## src/design/cpr_pkg.sv

```systemverilog
package cpr_pkg;

    localparam int MAX_FRAMES = 16;
    localparam int PAGE_BITS  = 16;
    localparam int SLOT_W     = $clog2(MAX_FRAMES);
    localparam int CNT_W      = $clog2(MAX_FRAMES + 1);
    localparam int CFG_W      = 5;
    localparam int FAULT_W    = 32;

    localparam logic [CFG_W-1:0] CFG_RESET = CFG_W'(4);

    typedef logic [SLOT_W-1:0]    t_slot;
    typedef logic [CNT_W-1:0]     t_cnt;
    typedef logic [PAGE_BITS-1:0] t_page;
    typedef logic [FAULT_W-1:0]   t_fault_cnt;

    typedef enum logic {
        ST_IDLE,
        ST_MATCH
    } t_state;

    // lookup context, broadcast to every cell
    typedef struct packed {
        t_page page;
        t_cnt  active;
        t_cnt  limit;
        t_slot hand;
    } t_look;

    // update command, broadcast to every cell
    typedef struct packed {
        logic  clear_all;
        logic  hit_en;
        logic  write_en;
        logic  sweep_en;
        logic  wrap;
        t_slot slot;
    } t_upd;

    // carries passed from cell to cell
    typedef struct packed {
        logic hit_seen;
        logic hi_seen;
        logic lo_seen;
    } t_chain;

    // per-cell pick flags, one-hot across the row
    typedef struct packed {
        logic hit;
        logic hi;
        logic lo;
    } t_flag;

endpackage

```

## src/design/cpr_cell.sv

```systemverilog
module cpr_cell import cpr_pkg::*; (
    input  logic   i_clk,
    input  logic   i_rst_n,
    input  t_slot  i_idx,
    input  t_look  i_look,
    input  t_upd   i_upd,
    input  t_chain i_chain,
    output t_chain o_chain,
    output t_flag  o_flag,
    output t_page  o_page
);

    t_page r_page;
    logic  r_ref;

    logic in_range;
    logic is_active;
    logic match;
    logic clear_cand;
    logic at_or_after_hand;
    logic swept;
    logic sel;

    always_comb begin
        in_range         = CNT_W'(i_idx) < i_look.limit;
        is_active        = CNT_W'(i_idx) < i_look.active;
        match            = is_active && (r_page == i_look.page);
        clear_cand       = in_range && !r_ref;
        at_or_after_hand = i_idx >= i_look.hand;

        o_flag.hit = match && !i_chain.hit_seen;
        o_flag.hi  = clear_cand && at_or_after_hand && !i_chain.hi_seen;
        o_flag.lo  = clear_cand && !i_chain.lo_seen;

        o_chain.hit_seen = i_chain.hit_seen || match;
        o_chain.hi_seen  = i_chain.hi_seen || (clear_cand && at_or_after_hand);
        o_chain.lo_seen  = i_chain.lo_seen || clear_cand;

        // cells the hand passed over on its way to the victim
        if (i_upd.wrap) begin
            swept = in_range && (at_or_after_hand || (i_idx < i_upd.slot));
        end else begin
            swept = in_range && at_or_after_hand && (i_idx < i_upd.slot);
        end
        sel = (i_idx == i_upd.slot);
    end

    always_ff @(posedge i_clk) begin
        if (!i_rst_n) begin
            r_ref <= 1'b0;
        end else if (i_upd.clear_all) begin
            r_ref <= 1'b0;
        end else if (i_upd.hit_en && sel) begin
            r_ref <= 1'b1;
        end else if (i_upd.write_en && sel) begin
            r_ref <= 1'b0;
        end else if (i_upd.sweep_en && swept) begin
            r_ref <= 1'b0;
        end
    end

    always_ff @(posedge i_clk) begin
        if (i_upd.write_en && sel) begin
            r_page <= i_look.page;
        end
    end

    assign o_page = r_page;

endmodule

```

## config.mk

```make
export PLATFORM = sky130hd
export DESIGN_NAME = cpr_cell
export DESIGN_NICKNAME = d
export VERILOG_FILES = /design/src/design/cpr_pkg.sv /design/src/design/cpr_cell.sv
export SDC_FILE = /design/constraint.sdc
export NUM_CORES = 1
export LEC_CHECK = 0
export BUFFER_PORTS_ARGS = -buffer_cell sky130_fd_sc_hd__buf_2
export CAP_MARGIN = 20
export CORE_MARGIN = 5
export CORE_UTILIZATION = 44
export CTS_BUF_LIST = sky130_fd_sc_hd__clkbuf_4 sky130_fd_sc_hd__clkbuf_8
export DETAILED_ROUTE_END_ITERATION = 8
export PLACE_DENSITY_LB_ADDON = 0.3
export RECOVER_POWER = 25
export SETUP_SLACK_MARGIN = 0.2
export SKIP_LAST_GASP = 1
export SLEW_MARGIN = 20
export SYNTH_ARGS = -nofsm -noshare
export SYNTH_HDL_FRONTEND = slang
export SYNTH_SLANG_ARGS = --single-unit
export TNS_END_PERCENT = 20
```

## constraint.sdc

```tcl
create_clock -name i_clk -period 3.87 [get_ports i_clk]
set_input_delay 0.387 -clock i_clk [delete_from_list [all_inputs] [get_ports i_clk]]
set_output_delay 0.387 -clock i_clk [all_outputs]
set_load 0.005 [all_outputs]
```

==> results of run 1 <==
[power by group through the flow]
| stage | Clock [mW] | Combinational, mW | Sequential (mW) |
|---|---|---|---|
| after floorplan | 0 | 0.0523 | 0.216 |
| after global placement | 0 | 0.0977 | 0.215 |
| after detailed placement | 0 | 0.102 | 0.215 |
| after CTS | 0.0997 | 0.102 | 0.211 |
| after global routing | 0.111 | 0.112 | 0.211 |
| final | 0.0980 | 0.0980 | 0.211 |
[path summary, 6_finish.rpt]
path | slack (ns) | to | startpoint | depth (start not counted)
worst max-delay path | 1.60 | o_flag[1] | i_idx[1] | 8
worst min-delay path | 0.30 | r_ref | i_upd[5] | 2
worst max register to register | 2.96 | r_ref | r_ref | 3
worst min register to register | 0.59 | r_ref | r_ref | 3
[metrics by stage]
step	total power [mW]	instance area [um2]	utilization	setup WS (ns)	instances
4_1_cts	0.413	1560	0.628	1.55	205
5_1_grt	0.434	1540	0.621	1.44	205
6_report	0.407	1540	0.621	1.60	205
3_3_place_gp	0.313	1530	0.616	1.68	201
2_1_floorplan	0.268	1140	-	1.95	102
3_5_place_dp	0.317	1530	0.616	1.57	201
[flip-flops by register name, summed over array words and instances (netlist names)]
register,count
o_page,16
r_ref,1
[synth_stat cells, drive strengths merged]
cell     instances
edfxtp          16
xnor2           16
ha              14
inv             14
nor2             9
nand2b           6
a21oi            4
nand4            4
nor3             3
o21ai            3
nand2            2
o31ai            2
a2111oi          1
a211o            1
a41oi            1
and2             1
and4             1
dfxtp            1
maj3             1
nand3b           1
nor4             1
[placed cells by master, fill, tap and decap left out, types with 2 or more instances in the layout]
cell	n
nand2b_1	5
o31ai_1	2
clkbuf_1	13
buf_2	56
clkbuf_4	4
nor2_1	9
inv_1	14
a21oi_1	4
o21ai_0	3
xnor2_1	16
ha_1	14
edfxtp_1	16
nand4_1	4
nand2_1	2
nor3_1	2
[critical path, delay by kind of cell]
kind / cells / cell delay, ns
compound gates: 3 / 0.67
fa+ha+maj: 1 / 0.29
buf+inv: 2 / 0.25
simple gates: 2 / 0.29
[layer usage]
metal | GRT usage | vias to the layer above | part of all wire | routed length (um)
li1 | - | 504 | - | -
met1 | 0.155 | 446 | 0.36 | 960
met2 | 0.272 | 46 | 0.52 | 1380
met3 | 0.0340 | 6 | 0.096 | 253
met4 | 0.0681 | 0 | 0.020 | 53
met5 | 0 | - | 0 | 0
[kinds of logic after synthesis]
family                     synth area share
and+or+nand+nor                       0.140
DFF                                   0.438
xor gates and xnor gates              0.123
adders and majority gates             0.163
buffers and inverters                0.0460
AOI/OAI and AO/OA                    0.0898
[layout make-up]
type,instances,area [um2],area share
Clock buffer,4,30.0,0.0195
Inverter,14,52.6,0.0341
Multi-Input combinational cell,71,589,0.383
Sequential cell,17,500,0.325
Tap cell,30,37.5,0.0244
Timing Repair Buffer,69,329,0.214
==> run metrics, run 1 <==
die width=a little over 60 um; total clock sinks=17; maximum number of pins on one net before global-route repair=18; P_leak=roughly 0.7 nW; Yosys warnings=0; Peak VDD IR=about 180 uV; DRC=0; total core area=about 2500 um2; initial core utilization=0.461; Nets=between 200 and 250; first-pass GRT wire length=just over 4000 um; Worst Path Arrival=approximately 1.9 ns; grt ovf=0; CP Data Required Time=about 3.5 ns; GRT Total Usage=0.147; Area contributors post-synth=edfxtp_1, ha_1, xnor2_1, inv_1, nor2_1; register area share after synthesis=0.438; CTS hold repair buffers=0; Synth top area share=0.421; clk_lat worst skew=0.28 ns; fillcell total=between 200 and 250; layout cells sized above 1=0.371; TritonCTS Buffers=3; Worst Setup Start Kind=primary input; worst-case clock buffer depth=2; Die Ht=slightly above 60 um; DR pass1 iterations=4; final hold vios=0; n_diodes=0; Clk pin slew, worst setup/hold paths=approximately 0.09 ns; vias in the first global route=between 1000 and 1500; Crit Path Class=primary input to primary output; vias=around 1000; max-cap violations=0; Combinational Power Share=0.241; Post-Syn Area=between 1000 and 1500 um2; CP max stage delay=0.44 ns; Top Ports=70; CTS H-tree depth=1; initial antenna violation count=0; min cycle time layout=2.27 ns; share of total power in the clock network=0.241; total power divided by cell area=~260 nW/um2; DRT antenna net count=0; outcome=finished, final reports clean; Setup Skew=0 ns; measured slew at the worst slew-check pin=a little over 0.7 ns; port bufs=69; Sw Pwr=101 uW; Layout area overhead=34.7%; Final Routed Wirelength=2640 um; CTS tree=done; crit-path cells=buf_2 -> ha_1 -> o21ai_0 -> a21oi_1 -> o31ai_1 -> nand3b_1 -> nor2_1 -> buf_2; Worst path slowest cell=o31ai_1; most frequent cell on the critical path=buf_2; HPWL after DPL=2410 um; root buffer selected by CTS=clkbuf_4; Post-Syn Nets=approximately 160; largest area contributor in the netlist=edfxtp_1; Final Cycle Share=0.588; GP Congestion=0.852; CTS-repair resized insts=0; syn avg cell area=approximately 11 um2; sequential share of power=0.518; Setup TNS=0 ns; hold slack=0.296 ns; #FFs+latches synth=17; Via density=between 4 and 5; CP Capture Type=primary output; max_slew headroom=0.527; Max Fclk=0.440 GHz; Distinct cells, synth=23; internal power=just over 300 uW; die area=~3700 um2; Min-Delay Path Class=primary input to register; Final Max Slew Viols=0; switch share=0.248; wire length per cell=roughly 13 um; Final setup viols=0; Iteration-0 DRC Markers=20; row cnt=18; RSZ-0062 raised after global routing=false; CP Max Fanout=4; post-CTS setup buffer count=0; Mapped Cells=a little over 100
Power figures use the tool's default switching activity.
==> run 2: changes to the inputs <==
ABC_AREA = 1   (was default)
clock period = 2.1 ns   (was 3.87 ns; I/O delays follow)
==> run 2 against run 1 <==
- clock skew stayed put
- setup slack got worse by 1.1 ns
- first-iteration DRC count decreased by 55%
- combinational power increased by 100%
- power up 86%
- critical endpoint is now o_flag[2]
- largest cell class unchanged
- highest routed layer is now met3
==> run metrics, run 2 <==
outcome=finished, final reports clean; fillcell total=263; GRT Total Usage=0.141; Via density=approximately 4.6; maximum number of pins on one net before global-route repair=16; Post-Syn Nets=201; final hold vios=0; Final Routed Wirelength=~2700 um; port bufs=69; Setup TNS=0 ns; Final Cycle Share=0.785; Sw Pwr=around 190 uW; RR Endpoint=r_ref; measured slew at the worst slew-check pin=between 0.2 and 0.25 ns; clk_lat worst skew=0.27 ns; Synth Area in XOR/XNOR=0.0997; compound-cell area share of the yosys netlist=0.0376; #FFs+latches synth=17; vias=~1100; mux contribution to synthesized area=0; hold wc startpoint=i_look[20]; post-CTS setup buffer count=0; Area contributors post-synth=edfxtp_1, ha_1, xnor2_1, inv_1, nand2_1; root buffer selected by CTS=clkbuf_4; die width=62.9 um; Combinational Power Share=0.259; total clock sinks=17; register area share after synthesis=0.407; post-synthesis simple-gate area fraction=0.215; max FFs per register=16; TritonCTS Buffers=3; EDFF count, synth=16; CTS-repair resized insts=0; largest area contributor in the netlist=edfxtp_1; Final setup viols=0; CP Data Required Time=between 1.5 and 2 ns; Post-Synth Adder-Cell Area=0.142; total core area=2710 um2; RSZ-0062 raised after global routing=false; total power divided by cell area=around 460 nW/um2; Worst Path Arrival=1.44 ns; Worst Setup Start Kind=register; Nets=276; max-cap violations=0; Distinct cells, synth=23; CP Max Fanout=3; CTS H-tree depth=1; WHS Path Cells=1; Max Fclk=0.607 GHz; min cycle time layout=roughly 1.6 ns; main combinational cell family by area after synthesis=simple AND/OR/NAND/NOR gates; worst hold endpoint=o_page[6]; sequential share of power=0.513; syn avg cell area=8.85 um2; Top Ports=70; Layout area overhead=33.4%; n_diodes=0; DRC=0; wire length per cell=11.2 um; initial core utilization=0.454; Final Max Slew Viols=0; Die Ht=around 63 um; CTS hold repair buffers=0; Min-Delay Path Class=primary input to register; layout cells sized above 1=0.352; Post-Syn Area=about 1200 um2; Iteration-0 DRC Markers=9; Crit Path Class=register to primary output; Peak VDD IR=335 uV; commonest non-fill, non-tap cell in the layout=buf_2; row cnt=19; DR pass1 iterations=2; CP Capture Type=primary output; asr flop ratio synth=0; max_slew headroom=0.857; first-pass GRT wire length=4620 um; die area=between 3000 and 4000 um2; HPWL after DPL=approximately 2500 um; internal power=about 570 uW; Clk pin slew, worst setup/hold paths=~0.08 ns; hold slack=approximately 0.15 ns; DRT antenna net count=0; grt ovf=0; initial antenna violation count=0; CTS tree=done; share of total power in the clock network=0.228; Synth Flop Type=edfxtp_1; count leader, synth=inv_1; commonest non-fill, non-tap cells in the layout=buf_2, inv_1, nand2_1; Setup Skew=0 ns; reg2reg path depth=4; P_leak=0.834 nW; R2R Setup Slk=approximately 1.4 ns; GP Congestion=around 0.72; Critical R2R Launch=r_ref; vias in the first global route=1157; switch share=0.253; worst-case clock buffer depth=2; Synth top area share=0.391; Yosys warnings=0; Mapped Cells=139; Post-synth top cells=inv_1, nand2_1, edfxtp_1, ha_1, nor2_1
run 2: cell count changes after synthesis, sizes merged, moves of 2 or more:
cell / change
nand2: +22
inv: +17
nor2: +7
nand2b: -6
nand3: +4
nand4: +3
xnor2: -3
a21oi: +2
nor3: -2
o21ai: -2
o31ai: -2
run 2: cell families after synthesis:
kind of cell | after synthesis
AND/OR/NAND/NOR | 54
buffers and inverters | 32
flip-flops | 17
AO/OA/AOI/OAI | 8
XOR/XNOR | 14
adder cells (fa/ha/maj) | 14
run 2: power by group through the flow:
stage                     Combinational (mW)  Clock [mW]  Sequential [mW]
after floorplan                        0.109           0            0.398
after global placement                 0.198           0            0.396
after detailed placement               0.204           0            0.397
after CTS                              0.204       0.182            0.389
after global routing                   0.227       0.199            0.390
final                                  0.196       0.172            0.389
run 2: final cells by class:
type                       count  area, um2  share of cell area
timing repair buffer          70        337               0.205
inverter                      32        121              0.0740
sequential                    17        500               0.305
clock buffer                   4       30.0              0.0183
multi-input combinational     90        613               0.374
tap                           31       38.8              0.0236
run 2: worst max path at each step:
stage                     from  cells past startpoint         to
finish               o_page[4]                      8  o_flag[2]
global route        o_page[15]                      8  o_flag[2]
CTS                  o_page[4]                      8  o_flag[2]
detailed placement    i_idx[2]                      9  o_flag[1]
global placement      i_idx[2]                      9  o_flag[1]
floorplan             i_idx[0]                      4  o_page[0]
run 2: routing by layer:
metal / track usage / share of wire / vias to the layer above / wire length, um
li1: - / - / 594 / -
met1: 0.142 / 0.40 / 478 / 1080
met2: 0.273 / 0.52 / 43 / 1420
met3: 0.0270 / 0.083 / 0 / 227
met4: 0.0637 / 0 / 0 / 0
met5: 0 / 0 / - / 0
run 2: metrics by stage:
step | area, um2 | power [mW] | worst slack [ns] | utilization | std cells
global route | 1640 | 0.816 | 0.262 | 0.605 | 244
global placement | 1630 | 0.594 | 0.494 | 0.600 | 240
detailed placement | 1630 | 0.600 | 0.483 | 0.600 | 240
CTS | 1660 | 0.775 | 0.413 | 0.611 | 244
floorplan | 1230 | 0.507 | 0.358 | - | 139
finish | 1640 | 0.757 | 0.452 | 0.605 | 244
run 2: critical path, cell delays in order, from the launching register on:
cell and delay, ns:
edfxtp_1 0.42, inv_1 0.07, nor2_1 0.04, nor3_2 0.16, nand3_1 0.09, nor2_1 0.09, nand3_1 0.09, nor2_1 0.09
buf_2 0.11
==> run 3: changes to the inputs <==
CORE_UTILIZATION = 41   (was 44)
clock period = 1.5 ns   (was 2.1 ns; I/O delays follow)
==> run 3 against run 2 <==
- the run now ends with setup timing left
- sequential power grew 40%
- cell count grew 2.0%
- count of clock-buffer cells in the layout is the same
- critical path type unchanged
- core utilization grew 2.9 points
- sequential share of layout area shrank 2.4 points
- clock power grew 50%
- sequential cell count is the same
==> run metrics, run 3 (synthesized netlist as in run 2, its figures left out) <==
CP max stage delay=approximately 0.41 ns; CTS H-tree depth=1; layout cells sized above 1=0.413; RSZ-0062 raised after global routing=true; initial core utilization=0.438; most frequent cell on the critical path=nor2_1; Setup TNS=-0.283 ns; root buffer selected by CTS=clkbuf_4; GRT Total Usage=0.148; area of the multi-input gates=684 um2; hold slack=approximately 0.06 ns; first-pass GRT wire length=between 4000 and 5000 um; WHS Path Cells=1; Worst Setup Start Kind=register; Worst Path Arrival=around 1.5 ns; Top Ports=70; Setup Skew=0 ns; GP Congestion=approximately 0.77; commonest non-fill, non-tap cells in the layout=buf_2, inv_1, nand2_1; HPWL after DPL=between 2000 and 3000 um; grt ovf=0; max FFs per register=16; DR pass1 iterations=4; die width=64.8 um; Critical path buffers and inverters=2; Layout area overhead=44.7%; DRC=0; commonest non-fill, non-tap cell in the layout=buf_2; failing checks=setup timing; reg2reg path depth=4; measured slew at the worst slew-check pin=about 0.2 ns; total core area=around 2800 um2; worst-case clock buffer depth=2; Final Max Slew Viols=0; CTS tree=done; final hold vios=0; CP Capture Type=primary output; vias in the first global route=between 1000 and 1500; vias=1167; row cnt=19; Crit path depth=8; fillcell total=247; Die Ht=between 60 and 70 um; CP Max Fanout=3; WL met3=approximately 230 um; highest layer used for signal routing=met4; CP Data Required Time=around 1.4 ns; maximum number of pins on one net before global-route repair=10; Max Fclk=approximately 0.60 GHz; FF+latch area=about 500 um2; Worst path slowest cell=edfxtp_1; max-cap violations=0; P_leak=0.886 nW; Worst Setup Slack, final=-0.161 ns; n_diodes=0; total clock sinks=17; Crit path max-delay family=simple AND/OR/NAND/NOR gates; Final setup viols=2; TritonCTS Buffers=3; Min-Delay Path Class=primary input to register; DRT antenna net count=0; CTS-repair resized insts=0; Clk pin slew, worst setup/hold paths=roughly 0.090 ns; Final Cycle Share=1.11; total power=about 1.1 mW; Nets=~280; min cycle time layout=1.66 ns; met2 wire length=approximately 1500 um; Iteration-0 DRC Markers=17; clk_lat worst skew=0.29 ns; max_slew headroom=0.867; Peak VDD IR=580 uV; Final Routed Wirelength=between 2000 and 3000 um; outcome=complete, but fails checks; total power divided by cell area=around 630 nW/um2; CTS hold repair buffers=0; wl on met1=1150 um; Crit Path Class=register to primary output; initial antenna violation count=0; port bufs=69; wire length per cell=11.7 um; Via density=between 4 and 5; crit-path cells=inv_1 -> nor2_1 -> nor3_2 -> nand3_1 -> nor2_1 -> nand3_1 -> nor2_1 -> buf_2; die area=approximately 4200 um2
run 3: path summary, 6_finish.rpt:
kind	from	endpoint	slack, ns
setup reg to reg	r_ref	r_ref	0.81
hold / removal	i_look[20]	o_page[6]	0.06
hold reg to reg	r_ref	r_ref	0.58
setup / recovery	o_page[4]	o_flag[2]	-0.16
run 3: final cells by class:
| type | count | share of cell area |
|---|---|---|
| Sequential cell | 17 | 0.281 |
| Timing Repair Buffer | 75 | 0.212 |
| Inverter | 32 | 0.0837 |
| Clock buffer | 4 | 0.0169 |
| Multi-Input combinational cell | 90 | 0.385 |
| Tap cell | 31 | 0.0218 |
run 3: report_power, final:
group,switching (mW),internal [mW],leakage [nW]
Sequential,0.00840,0.535,0.153
Clock,0.137,0.122,0.0184
Combinational,0.160,0.165,0.715
Total,0.305,0.822,0.886
run 3: per-stage QoR:
step,area [um2],std cells,setup WS [ns],util
5_1_grt,1780,249,-0.382,0.634
3_3_place_gp,1750,243,0.0270,0.623
6_report,1780,249,-0.161,0.634
4_1_cts,1790,248,-0.198,0.636
3_5_place_dp,1750,243,0.00529,0.623
2_1_floorplan,1330,139,0.0863,-
run 3: worst reg2reg max path: cells and delay by family, from the launching register on:
family,cells,cell delay (ns)
flip-flops,1,0.32
AND/OR/NAND/NOR,2,0.17
buffers and inverters,1,0.05
AO/OA/AOI/OAI,1,0.10
run 3: what timing repair did:
item	CTS	global route
buffers inserted	1	1
pin swaps	0	0
setup endpoints to repair	6	6
run 3: per-layer routing:
layer,vias up,GRT usage
met4,0,0.0396
met1,515,0.159
met3,7,0.0553
met2,40,0.272
li1,605,-
met5,-,0
